--- src/hdl/mixed_sign_int8_int4_dot_product_top_defines.svh ---
// ---------------------------------------------------------------------------
// Assertion macros for the mixed-sign dot product block
// Shared concurrent assertion forms: same-cycle and next-cycle implication.
// ---------------------------------------------------------------------------
`ifndef MIXED_SIGN_INT8_INT4_DOT_PRODUCT_TOP_DEFINES_SVH
`define MIXED_SIGN_INT8_INT4_DOT_PRODUCT_TOP_DEFINES_SVH

// Consequent must hold in the same cycle as the antecedent.
`define MSDP_ASSERT_SAME(label, clk, rst, ante, cons) \
   label: assert property (@(posedge clk) disable iff (rst) (ante) |-> (cons)) \
      else $error("msdp assertion failed: same-cycle implication");

// Consequent must hold in the cycle after the antecedent.
`define MSDP_ASSERT_NEXT(label, clk, rst, ante, cons) \
   label: assert property (@(posedge clk) disable iff (rst) (ante) |=> (cons)) \
      else $error("msdp assertion failed: next-cycle implication");

`endif

--- src/hdl/msdp_pkg.sv ---
// ---------------------------------------------------------------------------
// msdp_pkg
// Types and fixed constants shared by the dot product lanes and merge stage.
// ---------------------------------------------------------------------------
package msdp_pkg;

   // Width of the fixed input words in bytes; lanes above this see zero bytes
   localparam int INPUT_BYTES = 8;
   localparam int BYTE_W      = 8;
   localparam int NIBBLE_BITS = 4;
   localparam int COUNT_W     = 5;
   localparam int ELEM_IDX_W  = 7;
   localparam int ACC_W       = 64;

   // One lane's contribution: 255 * -128 and two nibble products both fit
   localparam int PROD_W = 16;

   localparam logic FORMAT_BYTE   = 1'b0;
   localparam logic FORMAT_NIBBLE = 1'b1;

   typedef logic signed [PROD_W-1:0] prod_type;

   typedef struct packed {
      logic                advance;
      logic                nibble_mode;
      logic [COUNT_W-1:0]  valid_count;
   } lane_ctrl_type;

endpackage

--- src/hdl/msdp_lane.sv ---
// ---------------------------------------------------------------------------
// msdp_lane
// One byte lane: a 9x8 signed multiply in byte mode or two 5x4 multiplies in
// nibble mode, masked by the element count, result registered.
// ---------------------------------------------------------------------------
module msdp_lane #(
   parameter int LANE_INDEX = 0
) (
   input  logic                                 clock,
   input  msdp_pkg::lane_ctrl_type              ctrl,
   input  logic [msdp_pkg::BYTE_W-1:0]          u_byte,
   input  logic [msdp_pkg::BYTE_W-1:0]          s_byte,
   output msdp_pkg::prod_type                   product_ff
);

   localparam int IW = msdp_pkg::ELEM_IDX_W;
   localparam int PW = msdp_pkg::PROD_W;
   localparam int NB = msdp_pkg::NIBBLE_BITS;

   localparam logic [IW-1:0] BYTE_ELEM   = IW'(LANE_INDEX);
   localparam logic [IW-1:0] NIB_LO_ELEM = IW'(2 * LANE_INDEX);
   localparam logic [IW-1:0] NIB_HI_ELEM = IW'(2 * LANE_INDEX + 1);

   logic [IW-1:0]         count_ext;
   logic signed [16:0]    byte_full;
   logic signed [8:0]     nib_lo;
   logic signed [8:0]     nib_hi;
   msdp_pkg::prod_type    nib_lo_ext;
   msdp_pkg::prod_type    nib_hi_ext;
   msdp_pkg::prod_type    product_in;

   assign count_ext = {{(IW-msdp_pkg::COUNT_W){1'b0}}, ctrl.valid_count};

   assign byte_full = $signed({1'b0, u_byte}) * $signed(s_byte);
   assign nib_lo    = $signed({1'b0, u_byte[NB-1:0]}) * $signed(s_byte[NB-1:0]);
   assign nib_hi    = $signed({1'b0, u_byte[2*NB-1:NB]}) * $signed(s_byte[2*NB-1:NB]);

   assign nib_lo_ext = (count_ext > NIB_LO_ELEM) ? {{(PW-9){nib_lo[8]}}, nib_lo} : '0;
   assign nib_hi_ext = (count_ext > NIB_HI_ELEM) ? {{(PW-9){nib_hi[8]}}, nib_hi} : '0;

   always_comb begin
      if (ctrl.nibble_mode == msdp_pkg::FORMAT_NIBBLE) begin
         product_in = nib_lo_ext + nib_hi_ext;
      end else begin
         product_in = (count_ext > BYTE_ELEM) ? byte_full[PW-1:0] : '0;
      end
   end

   always_ff @(posedge clock) begin
      if (ctrl.advance) begin
         product_ff <= product_in;
      end
   end

endmodule

--- src/hdl/msdp_merge.sv ---
// ---------------------------------------------------------------------------
// msdp_merge
// Adder tree over all lane products; the word sum is registered.
// ---------------------------------------------------------------------------
module msdp_merge #(
   parameter int WORD_BYTES = 8,
   parameter int SUM_W      = 20
) (
   input  logic                     clock,
   input  logic                     advance,
   input  msdp_pkg::prod_type       lane_product [WORD_BYTES],
   output logic signed [SUM_W-1:0]  word_sum_ff
);

   localparam int PW     = msdp_pkg::PROD_W;
   localparam int LEVELS = $clog2(WORD_BYTES);
   localparam int TREE_N = 1 << LEVELS;

   logic signed [SUM_W-1:0] tree [LEVELS+1][TREE_N];
   logic signed [SUM_W-1:0] word_sum_in;

   always_comb begin
      for (int l = 0; l <= LEVELS; l++) begin
         for (int i = 0; i < TREE_N; i++) begin
            tree[l][i] = '0;
         end
      end
      for (int i = 0; i < WORD_BYTES; i++) begin
         tree[0][i] = {{(SUM_W-PW){lane_product[i][PW-1]}}, lane_product[i]};
      end
      for (int l = 0; l < LEVELS; l++) begin
         for (int i = 0; i < (TREE_N >> (l + 1)); i++) begin
            tree[l+1][i] = tree[l][2*i] + tree[l][2*i+1];
         end
      end
      word_sum_in = tree[LEVELS][0];
   end

   always_ff @(posedge clock) begin
      if (advance) begin
         word_sum_ff <= word_sum_in;
      end
   end

endmodule

--- src/hdl/mixed_sign_int8_int4_dot_product_top.sv ---
// ---------------------------------------------------------------------------
// mixed_sign_int8_int4_dot_product_top
// Unsigned-by-signed dot product accumulator, byte or nibble elements.
// ---------------------------------------------------------------------------
//   channel   direction   ports                         beat carries
//   req       in          req_valid / req_ready         one word pair, count, last mark
//   rsp       out         rsp_valid / rsp_ready         exact 64-bit dot sum
//   csr       in          csr_write_enable              element format bit
//
// One beat per cycle while req_ready is high; a result becomes valid after its last beat
// passes the lane multiply, merge tree and accumulator/output registers.
// Reset clears the accumulator, element format and all stage valids.
// A stalled result holds only the last-marked beat in the merge stage; other
// beats keep flowing into the accumulator behind a waiting result.
// ---------------------------------------------------------------------------
`include "mixed_sign_int8_int4_dot_product_top_defines.svh"

module mixed_sign_int8_int4_dot_product_top #(
   parameter int WORD_BYTES = 8
) (
   input  logic        clock,
   input  logic        reset,

   input  logic        req_valid,
   output logic        req_ready,
   input  logic [63:0] req_unsigned_word,
   input  logic [63:0] req_signed_word,
   input  logic [4:0]  req_valid_elements,
   input  logic        req_last_word,

   output logic               rsp_valid,
   input  logic               rsp_ready,
   output logic signed [63:0] rsp_dot_sum,

   input  logic        csr_write_enable,
   input  logic        csr_write_data
);

   localparam int PW    = msdp_pkg::PROD_W;
   localparam int BW    = msdp_pkg::BYTE_W;
   localparam int AW    = msdp_pkg::ACC_W;
   localparam int SUM_W = PW + $clog2(WORD_BYTES + 1);

   logic                    format_ff;
   logic                    s1_valid_ff, s1_valid_in;
   logic                    s1_last_ff;
   logic                    s2_valid_ff, s2_valid_in;
   logic                    s2_last_ff;
   logic                    rsp_valid_ff, rsp_valid_in;
   logic signed [AW-1:0]    rsp_sum_ff;
   logic [AW-1:0]           running_sum_ff, running_sum_in;

   logic                    out_free;
   logic                    s2_ready;
   logic                    s1_ready;
   logic                    s2_fire;
   logic [AW-1:0]           acc_total;

   msdp_pkg::lane_ctrl_type lane_ctrl;
   msdp_pkg::prod_type      lane_product [WORD_BYTES];
   logic signed [SUM_W-1:0] word_sum;

   // Backpressure chain: a non-last beat in the merge stage never waits
   assign out_free = !rsp_valid_ff || rsp_ready;
   assign s2_ready = !s2_valid_ff || !s2_last_ff || out_free;
   assign s1_ready = !s1_valid_ff || s2_ready;
   assign s2_fire  = s2_valid_ff && s2_ready;

   assign req_ready   = s1_ready;
   assign rsp_valid   = rsp_valid_ff;
   assign rsp_dot_sum = rsp_sum_ff;

   assign lane_ctrl.advance     = s1_ready;
   assign lane_ctrl.nibble_mode = format_ff;
   assign lane_ctrl.valid_count = req_valid_elements;

   for (genvar k = 0; k < WORD_BYTES; k++) begin : g_lane
      logic [BW-1:0] u_byte;
      logic [BW-1:0] s_byte;

      if (k < msdp_pkg::INPUT_BYTES) begin : g_live
         assign u_byte = req_unsigned_word[BW*k +: BW];
         assign s_byte = req_signed_word[BW*k +: BW];
      end else begin : g_pad
         assign u_byte = '0;
         assign s_byte = '0;
      end

      msdp_lane #(
         .LANE_INDEX (k)
      ) u_lane (
         .clock      (clock),
         .ctrl       (lane_ctrl),
         .u_byte     (u_byte),
         .s_byte     (s_byte),
         .product_ff (lane_product[k])
      );
   end

   msdp_merge #(
      .WORD_BYTES (WORD_BYTES),
      .SUM_W      (SUM_W)
   ) u_merge (
      .clock        (clock),
      .advance      (s2_ready),
      .lane_product (lane_product),
      .word_sum_ff  (word_sum)
   );

   assign acc_total = running_sum_ff + {{(AW-SUM_W){word_sum[SUM_W-1]}}, word_sum};

   assign s1_valid_in = s1_ready ? req_valid : s1_valid_ff;
   assign s2_valid_in = s2_ready ? s1_valid_ff : s2_valid_ff;

   always_comb begin
      running_sum_in = running_sum_ff;
      rsp_valid_in   = rsp_valid_ff && !rsp_ready;
      if (s2_fire) begin
         if (s2_last_ff) begin
            running_sum_in = '0;
            rsp_valid_in   = 1'b1;
         end else begin
            running_sum_in = acc_total;
         end
      end
   end

   always_ff @(posedge clock) begin
      if (reset) begin
         format_ff      <= msdp_pkg::FORMAT_BYTE;
         s1_valid_ff    <= 1'b0;
         s2_valid_ff    <= 1'b0;
         rsp_valid_ff   <= 1'b0;
         running_sum_ff <= '0;
      end else begin
         if (csr_write_enable) begin
            format_ff <= csr_write_data;
         end
         s1_valid_ff    <= s1_valid_in;
         s2_valid_ff    <= s2_valid_in;
         rsp_valid_ff   <= rsp_valid_in;
         running_sum_ff <= running_sum_in;
      end
   end

   always_ff @(posedge clock) begin
      if (s1_ready) begin
         s1_last_ff <= req_last_word;
      end
      if (s2_ready) begin
         s2_last_ff <= s1_last_ff;
      end
      if (s2_fire && s2_last_ff) begin
         rsp_sum_ff <= acc_total;
      end
   end

   `MSDP_ASSERT_NEXT(a_last_emits, clock, reset, s2_fire && s2_last_ff, rsp_valid_ff)
   `MSDP_ASSERT_NEXT(a_last_clears, clock, reset, s2_fire && s2_last_ff, running_sum_ff == '0)
   `MSDP_ASSERT_SAME(a_stall_needs_beat, clock, reset, !req_ready, s1_valid_ff && s2_valid_ff)

endmodule
--- config.mk ---
export PLATFORM = sky130hd
export DESIGN_NAME = mixed_sign_int8_int4_dot_product_top
export DESIGN_NICKNAME = d
export VERILOG_FILES = /design/src/hdl/msdp_pkg.sv /design/src/hdl/msdp_lane.sv /design/src/hdl/msdp_merge.sv /design/src/hdl/mixed_sign_int8_int4_dot_product_top.sv
export VERILOG_INCLUDE_DIRS = /design/src /design/src/hdl
export SDC_FILE = /design/constraint.sdc
export NUM_CORES = 2
export LEC_CHECK = 0
export ABC_CLOCK_PERIOD_IN_PS = 7630
export BUFFER_PORTS_ARGS = -buffer_cell sky130_fd_sc_hd__buf_2
export CAP_MARGIN = 5
export CELL_PAD_IN_SITES_DETAIL_PLACEMENT = 1
export CELL_PAD_IN_SITES_GLOBAL_PLACEMENT = 1
export CORE_UTILIZATION = 50
export DETAILED_ROUTE_END_ITERATION = 10
export GPL_TIMING_DRIVEN = 0
export HOLD_SLACK_MARGIN = 0.06
export PLACE_DENSITY = 0.81
export RECOVER_POWER = 25
export SYNTH_ARGS = -nofsm -noshare
export SYNTH_HDL_FRONTEND = slang
export SYNTH_SLANG_ARGS = --single-unit
--- constraint.sdc ---
create_clock -name clock -period 7.63 [get_ports clock]
set_clock_uncertainty 0.15 [all_clocks]
set_input_delay 1.526 -clock clock [delete_from_list [all_inputs] [get_ports clock]]
set_output_delay 1.526 -clock clock [all_outputs]
set_load 0.005 [all_outputs]
# == After elaboration in Yosys (flattened, before gate mapping) ==
# Cells that the tools add are included.
# op_classes
n_reduce_logical,12
multipliers,24
n_addsub,16
mux,35
magnitude_cmp,16
# ops
operator,count
16-bit two-way mux,32
5-bit by 4-bit multiplier with 9-bit output,16
16-bit adder,8
9-bit by 8-bit multiplier with 16-bit output,8
16-bit by 16-bit adder with 17-bit output,4
64-bit adder,1
64-bit two-way mux,1
20-bit adder,3
"5-bit by 4-bit > comparator with 1-bit output, second input constant",8
"5-bit by 3-bit > comparator with 1-bit output, second input constant",4
"5-bit by 1-bit > comparator with 1-bit output, second input constant",2
"5-bit by 2-bit > comparator with 1-bit output, second input constant",2
1-bit zero test,5
1-bit logical OR,4
1-bit logical AND,3
1-bit two-way mux,2
# totals
regBits,282

# == Longest topological paths before layout ==
# depth
depth_word,5
mapped_depth,23
depth_no_buf,23

# == Modules after synthesis ==
# From an unflattened synthesis, not the netlist that was laid out.
# unflattened
cells_unflattened,4958
hier_area_um2,44527.7
# modules_own_cells
module,area_each_um2,seq_area_each_um2,cells_per_inst,n_inst
mixed_sign_int8_int4_dot_product_top,8136.6,3343.2,857,1
msdp_merge,4170.2,570.5,439,1
msdp_lane (g_lane[2].u_lane),4075.2,480.5,467,1
msdp_lane (g_lane[1].u_lane),4048.9,480.5,459,1
msdp_lane (g_lane[5].u_lane),4048.9,480.5,461,1
msdp_lane (g_lane[7].u_lane),4046.4,480.5,456,1
msdp_lane (g_lane[4].u_lane),4038.9,480.5,462,1
msdp_lane (g_lane[6].u_lane),3998.8,480.5,449,1
msdp_lane (g_lane[3].u_lane),3982.6,480.5,456,1
msdp_lane (g_lane[0].u_lane),3981.3,480.5,452,1

# == Worst setup path after synthesis ==
# OpenSTA, ideal clock, no wires.
# synth_path
kind,input port to output port
startpoint,input rsp_ready
endpoint,output req_ready
arrival_ps,4450
cell_stages,3
n_path_buf,0
setup_slack_ps,1504
cell_sequence,nand2b_1 nor2_1 nand2_1
# synth_between
elab_chain_len,3
# synth_lines
element,line_no,rtl
from (decl),mixed_sign_int8_int4_dot_product_top.sv:32,"input logic rsp_ready,"
1-bit logical OR,mixed_sign_int8_int4_dot_product_top.sv:64,assign out_free = !rsp_valid_ff || rsp_ready;
1-bit logical OR,mixed_sign_int8_int4_dot_product_top.sv:65,assign s2_ready = !s2_valid_ff || !s2_last_ff || out_free;
1-bit logical OR,mixed_sign_int8_int4_dot_product_top.sv:66,assign s1_ready = !s1_valid_ff || s2_ready;
to (decl),mixed_sign_int8_int4_dot_product_top.sv:25,"output logic req_ready,"
# No other way between the ends.

# == Final worst setup path ==
# layout_path
startpoint,input req_unsigned_word[26]
endpoint,register g_lane[3].u_lane.product_ff[9] (data pin)
# layout_between
elab_chain_len,4
word_cells_on_any_way,6
cone_classes,1 x add/sub; 2 x mul; 3 x mux
# layout_lines
element,line_no,rtl
from (decl),mixed_sign_int8_int4_dot_product_top.sv:26,"input logic [63:0] req_unsigned_word,"
5-bit by 4-bit multiplier with 9-bit output,msdp_lane.sv:35,"assign nib_lo = $signed({1'b0, u_byte[NB-1:0]}) * $signed(s_byte[NB-1:0]);"
16-bit two-way mux,msdp_lane.sv:38,"assign nib_lo_ext = (count_ext > NIB_LO_ELEM) ? {{(PW-9){nib_lo[8]}}, nib_lo} : '0;"
16-bit adder,msdp_lane.sv:43,product_in = nib_lo_ext + nib_hi_ext;
16-bit two-way mux *,msdp_lane.sv:42,if (ctrl.nibble_mode == msdp_pkg::FORMAT_NIBBLE) begin
named net g_lane[3].u_lane.product_in[9],msdp_lane.sv:30,msdp_pkg::prod_type product_in;
to (signal assigned),msdp_lane.sv:51,product_ff <= product_in;
to (decl),msdp_lane.sv:13,output msdp_pkg::prod_type product_ff
# The timed path passes the listed nets; every way through them passes the cells marked *.
# A chain may end at the register's enable or synchronous reset.

==> flow_metrics.tcl <==
set metrics [dict create \
    postCtsHoldBufs 0 \
    start_kind "primary input" \
    crit_chain "clkbuf_1 > nand2_1 > fa_1 > fa_1 > fa_1 > inv_1 > ha_1 > a21o_1 > a21oi_1 > o21bai_1 > a21oi_1 > xor2_1 > nor2_1 > ha_1 > or3b_2 > o21ai_0 > nand2_1 > o21ai_0" \
    grt_pass1_vias 38600 \
    cts_root_buffer "clkbuf_16" \
    p_per_area_nw_per_um2 480 \
    min_period_ns 6.35 \
    whs_ns 0.286 \
    fp.coreArea_um2 86800 \
    worst_pin_slew_ns 4.13 \
    rsz0062_at_grt "no" \
    min_to "s2_last_ff$_DFFE_PN_" \
    synth_cell_types 80 \
    firstDrtPassIters 5 \
    cts_tree "done" \
    cp.required_ns 7.76 \
    grtUsageTotal_pct 28.3 \
    hold_path.class "reg -> reg" \
    antenna_left 0 \
    grt_max_degree 73 \
    syn_avg_cell_area_um2 8.94 \
    drtIter0Drc 1623 \
    via_count 35100 \
    grt.overflow.total 0 \
    crit_top_cell "fa_1" \
    irDropWorstVdd_v 0.00131 \
    synth_nets 6193 \
    htreeDepth 2 \
    clk_latency_ns 0.55 \
    final_cell_mix "inv_1 (881), ha_1 (746), nand2_1 (436)" \
    synth_edf_count 214 \
    place_inst 6237 \
    outcome "finished, violations left" \
    drive_above_1_share_pct 5.66 \
    seq_area_frac_synth_pct 17.8 \
    maxCapViolations 3 \
    fillCellCount 10300 \
    stdcell_count 6301 \
    min-delay-start "s1_last_ff$_DFFE_PP_" \
    synthArstFlopShare_pct 0 \
    tns_ns 0 \
    cts.clk_slew.worst_paths_ns 0.06 \
    worstPathArrival_ns 6.48 \
    wl_per_cell_um 19.7 \
    holdPathStages 0 \
    nets 6421 \
    portBuffers 185 \
    setup_viol 0 \
    ys.flop_type "edfxtp_1" \
    slowest_stage "fa_1" \
    hold_viol 0 \
    row_count 108 \
    cts_sinks 282 \
    post_cts_buffers 0 \
    setup_ws_ns 1.28 \
    syn_area_um2 43700 \
    power_uw 22700 \
    drc 0 \
    r2r-end "u_merge.word_sum_ff[18]$_DFFE_PN_" \
    syn_inst 4891 \
    syn_to_final_growth_pct 8.09 \
    die_w_um 298 \
    violations "capacitance limit, slew limit" \
    critPathKind "in -> reg" \
    rrSetupSlack_ns 1.65 \
    layout_commonest_cell "inv_1" \
    place_congestion 0.917 \
    initial_core_util_pct 50.4 \
    io_pins 206 \
    grt_pass1_wl_um 202000 \
    antenna_found_initial 2 \
    vias_per_cell 5.57 \
    r2r_cells 21 \
    max-slew-margin-rel_pct -175 \
    hpwl_um 105000 \
    cts_resized 0 \
    critPathMaxStageDelay_ns 0.58 \
    end_kind "register" \
    clockBufferDepth 3 \
    yosys_warnings 0 \
    p_leak_uw 0.0243 \
    cts_buffers 34 \
    drt_wl_total_um 124000 \
    slew_violations 139 \
    fmax_mhz 158 \
    die-area_um2 88700 \
    fin_crit_sh_pct 83.2 \
    crit_fanout 9 \
    die_y_um 298 \
    pre_cts_slack_ns 0.780 \
    synth-seq-cells 282 \
    r2r_start "g_lane[7].u_lane.product_ff[0]$_DFFE_PP_" \
]
-- stage by stage --
step	area [µm²]	utilization (%)
detailed placement	46300	53.3
global route	47300	54.5
CTS	47300	54.6
floorplan	43700	-
global placement	46100	53.2
finish	47300	54.5
-- sequential cells by signal, summed over array words and instances (netlist names) --
register,flops
s2_valid_ff,1
rsp_valid,1
u_merge.word_sum_ff,20
s2_last_ff,1
format_ff,1
s1_valid_ff,1
running_sum_ff,64
g_lane.u_lane.product_ff,128
s1_last_ff,1
rsp_dot_sum,64
-- cell type report --
class,count,area [µm²],area share [%]
inverters,881,3310,6.99
well taps,1155,1450,3.06
flip-flops and latches,282,7790,16.5
clock buffers,42,923,1.95
multi-input cells,3636,32300,68.3
diodes,1,2.50,0.00529
repair buffers,192,1030,2.17
clock inverters,20,148,0.312
plain buffers,92,359,0.759
-- synth_stat cells (10+ instances only) --
master / instances / share of area, %
a31oi_1: 15 / 0.21
a22oi_1: 26 / 0.45
nand3_1: 40 / 0.46
a22o_1: 30 / 0.60
a21boi_0: 13 / 0.22
o22ai_1: 26 / 0.37
a21o_1: 130 / 2.2
nor2_1: 253 / 2.2
nand2b_1: 95 / 1.4
fa_1: 416 / 19
edfxtp_1: 214 / 15
xnor2_1: 198 / 4.0
clkbuf_1: 86 / 0.74
o21ai_0: 178 / 2.0
o211ai_1: 13 / 0.22
nand3b_1: 12 / 0.21
nand4_1: 15 / 0.21
o21a_1: 11 / 0.19
nor3_1: 61 / 0.70
a31o_2: 11 / 0.22
and2_1: 234 / 3.3
and3_1: 22 / 0.31
a21oi_1: 260 / 3.0
or3_1: 19 / 0.27
o21bai_1: 66 / 1.1
nand2_1: 436 / 3.7
ha_1: 746 / 21
o31ai_1: 14 / 0.24
xor2_1: 109 / 2.2
a211oi_1: 10 / 0.17
nor2b_1: 71 / 1.0
dfxtp_1: 68 / 3.1
inv_1: 881 / 7.6
-- per-layer routing --
metal  up-vias  share of wire (%)  routed length, µm  GRT usage [%]
li1      16600                  -                  -              -
met1     17600                 42              52000           34.7
met2       696                 52              64500           52.9
met3       171                3.6               4540           2.38
met4         2                2.6               3290           7.33
met5         -             0.0088                 11              0
-- where the power goes --
group	total (µW)	switching (µW)	leakage, µW	internal [µW]
logic	17900	10400	0.0210	7490
clock network	1590	685	0.000528	905
registers	3240	239	0.00279	3010
total	22700	11300	0.0243	11400
-- worst max-delay path, delay by kind of cell --
family          cells  cell delay, ns
xor+xnor            1            0.19
fa+ha+maj           5            2.14
buf+inv             2            0.46
simple gates        4            0.89
compound gates      6            1.27
-- worst max-delay path by stage --
stage	startpoint	end	slack [ns]
detailed placement	req_signed_word[43]	g_lane[5].u_lane.product_ff[14]$_DFFE_PP_	0.78
floorplan	rsp_ready	req_ready	1.50
global route	req_signed_word[43]	g_lane[5].u_lane.product_ff[14]$_DFFE_PP_	1.02
finish	req_unsigned_word[26]	g_lane[3].u_lane.product_ff[9]$_DFFE_PP_	1.28
global placement	rsp_ready	req_ready	-0.36
CTS	req_signed_word[43]	g_lane[5].u_lane.product_ff[14]$_DFFE_PP_	1.34
-- kinds of logic after synthesis --
| group | Yosys count | share of synthesized area [%] |
|---|---|---|
| AOI/OAI and AO/OA | 866 | 12.7 |
| DFF | 282 | 17.8 |
| adders and majority gates | 1162 | 40.4 |
| and+or+nand+nor | 1295 | 14.5 |
| muxes | 4 | 0.0944 |
| buffers and inverters | 973 | 8.38 |
| xor gates and xnor gates | 309 | 6.22 |
No activity file was read; power rests on OpenSTA's default activity.
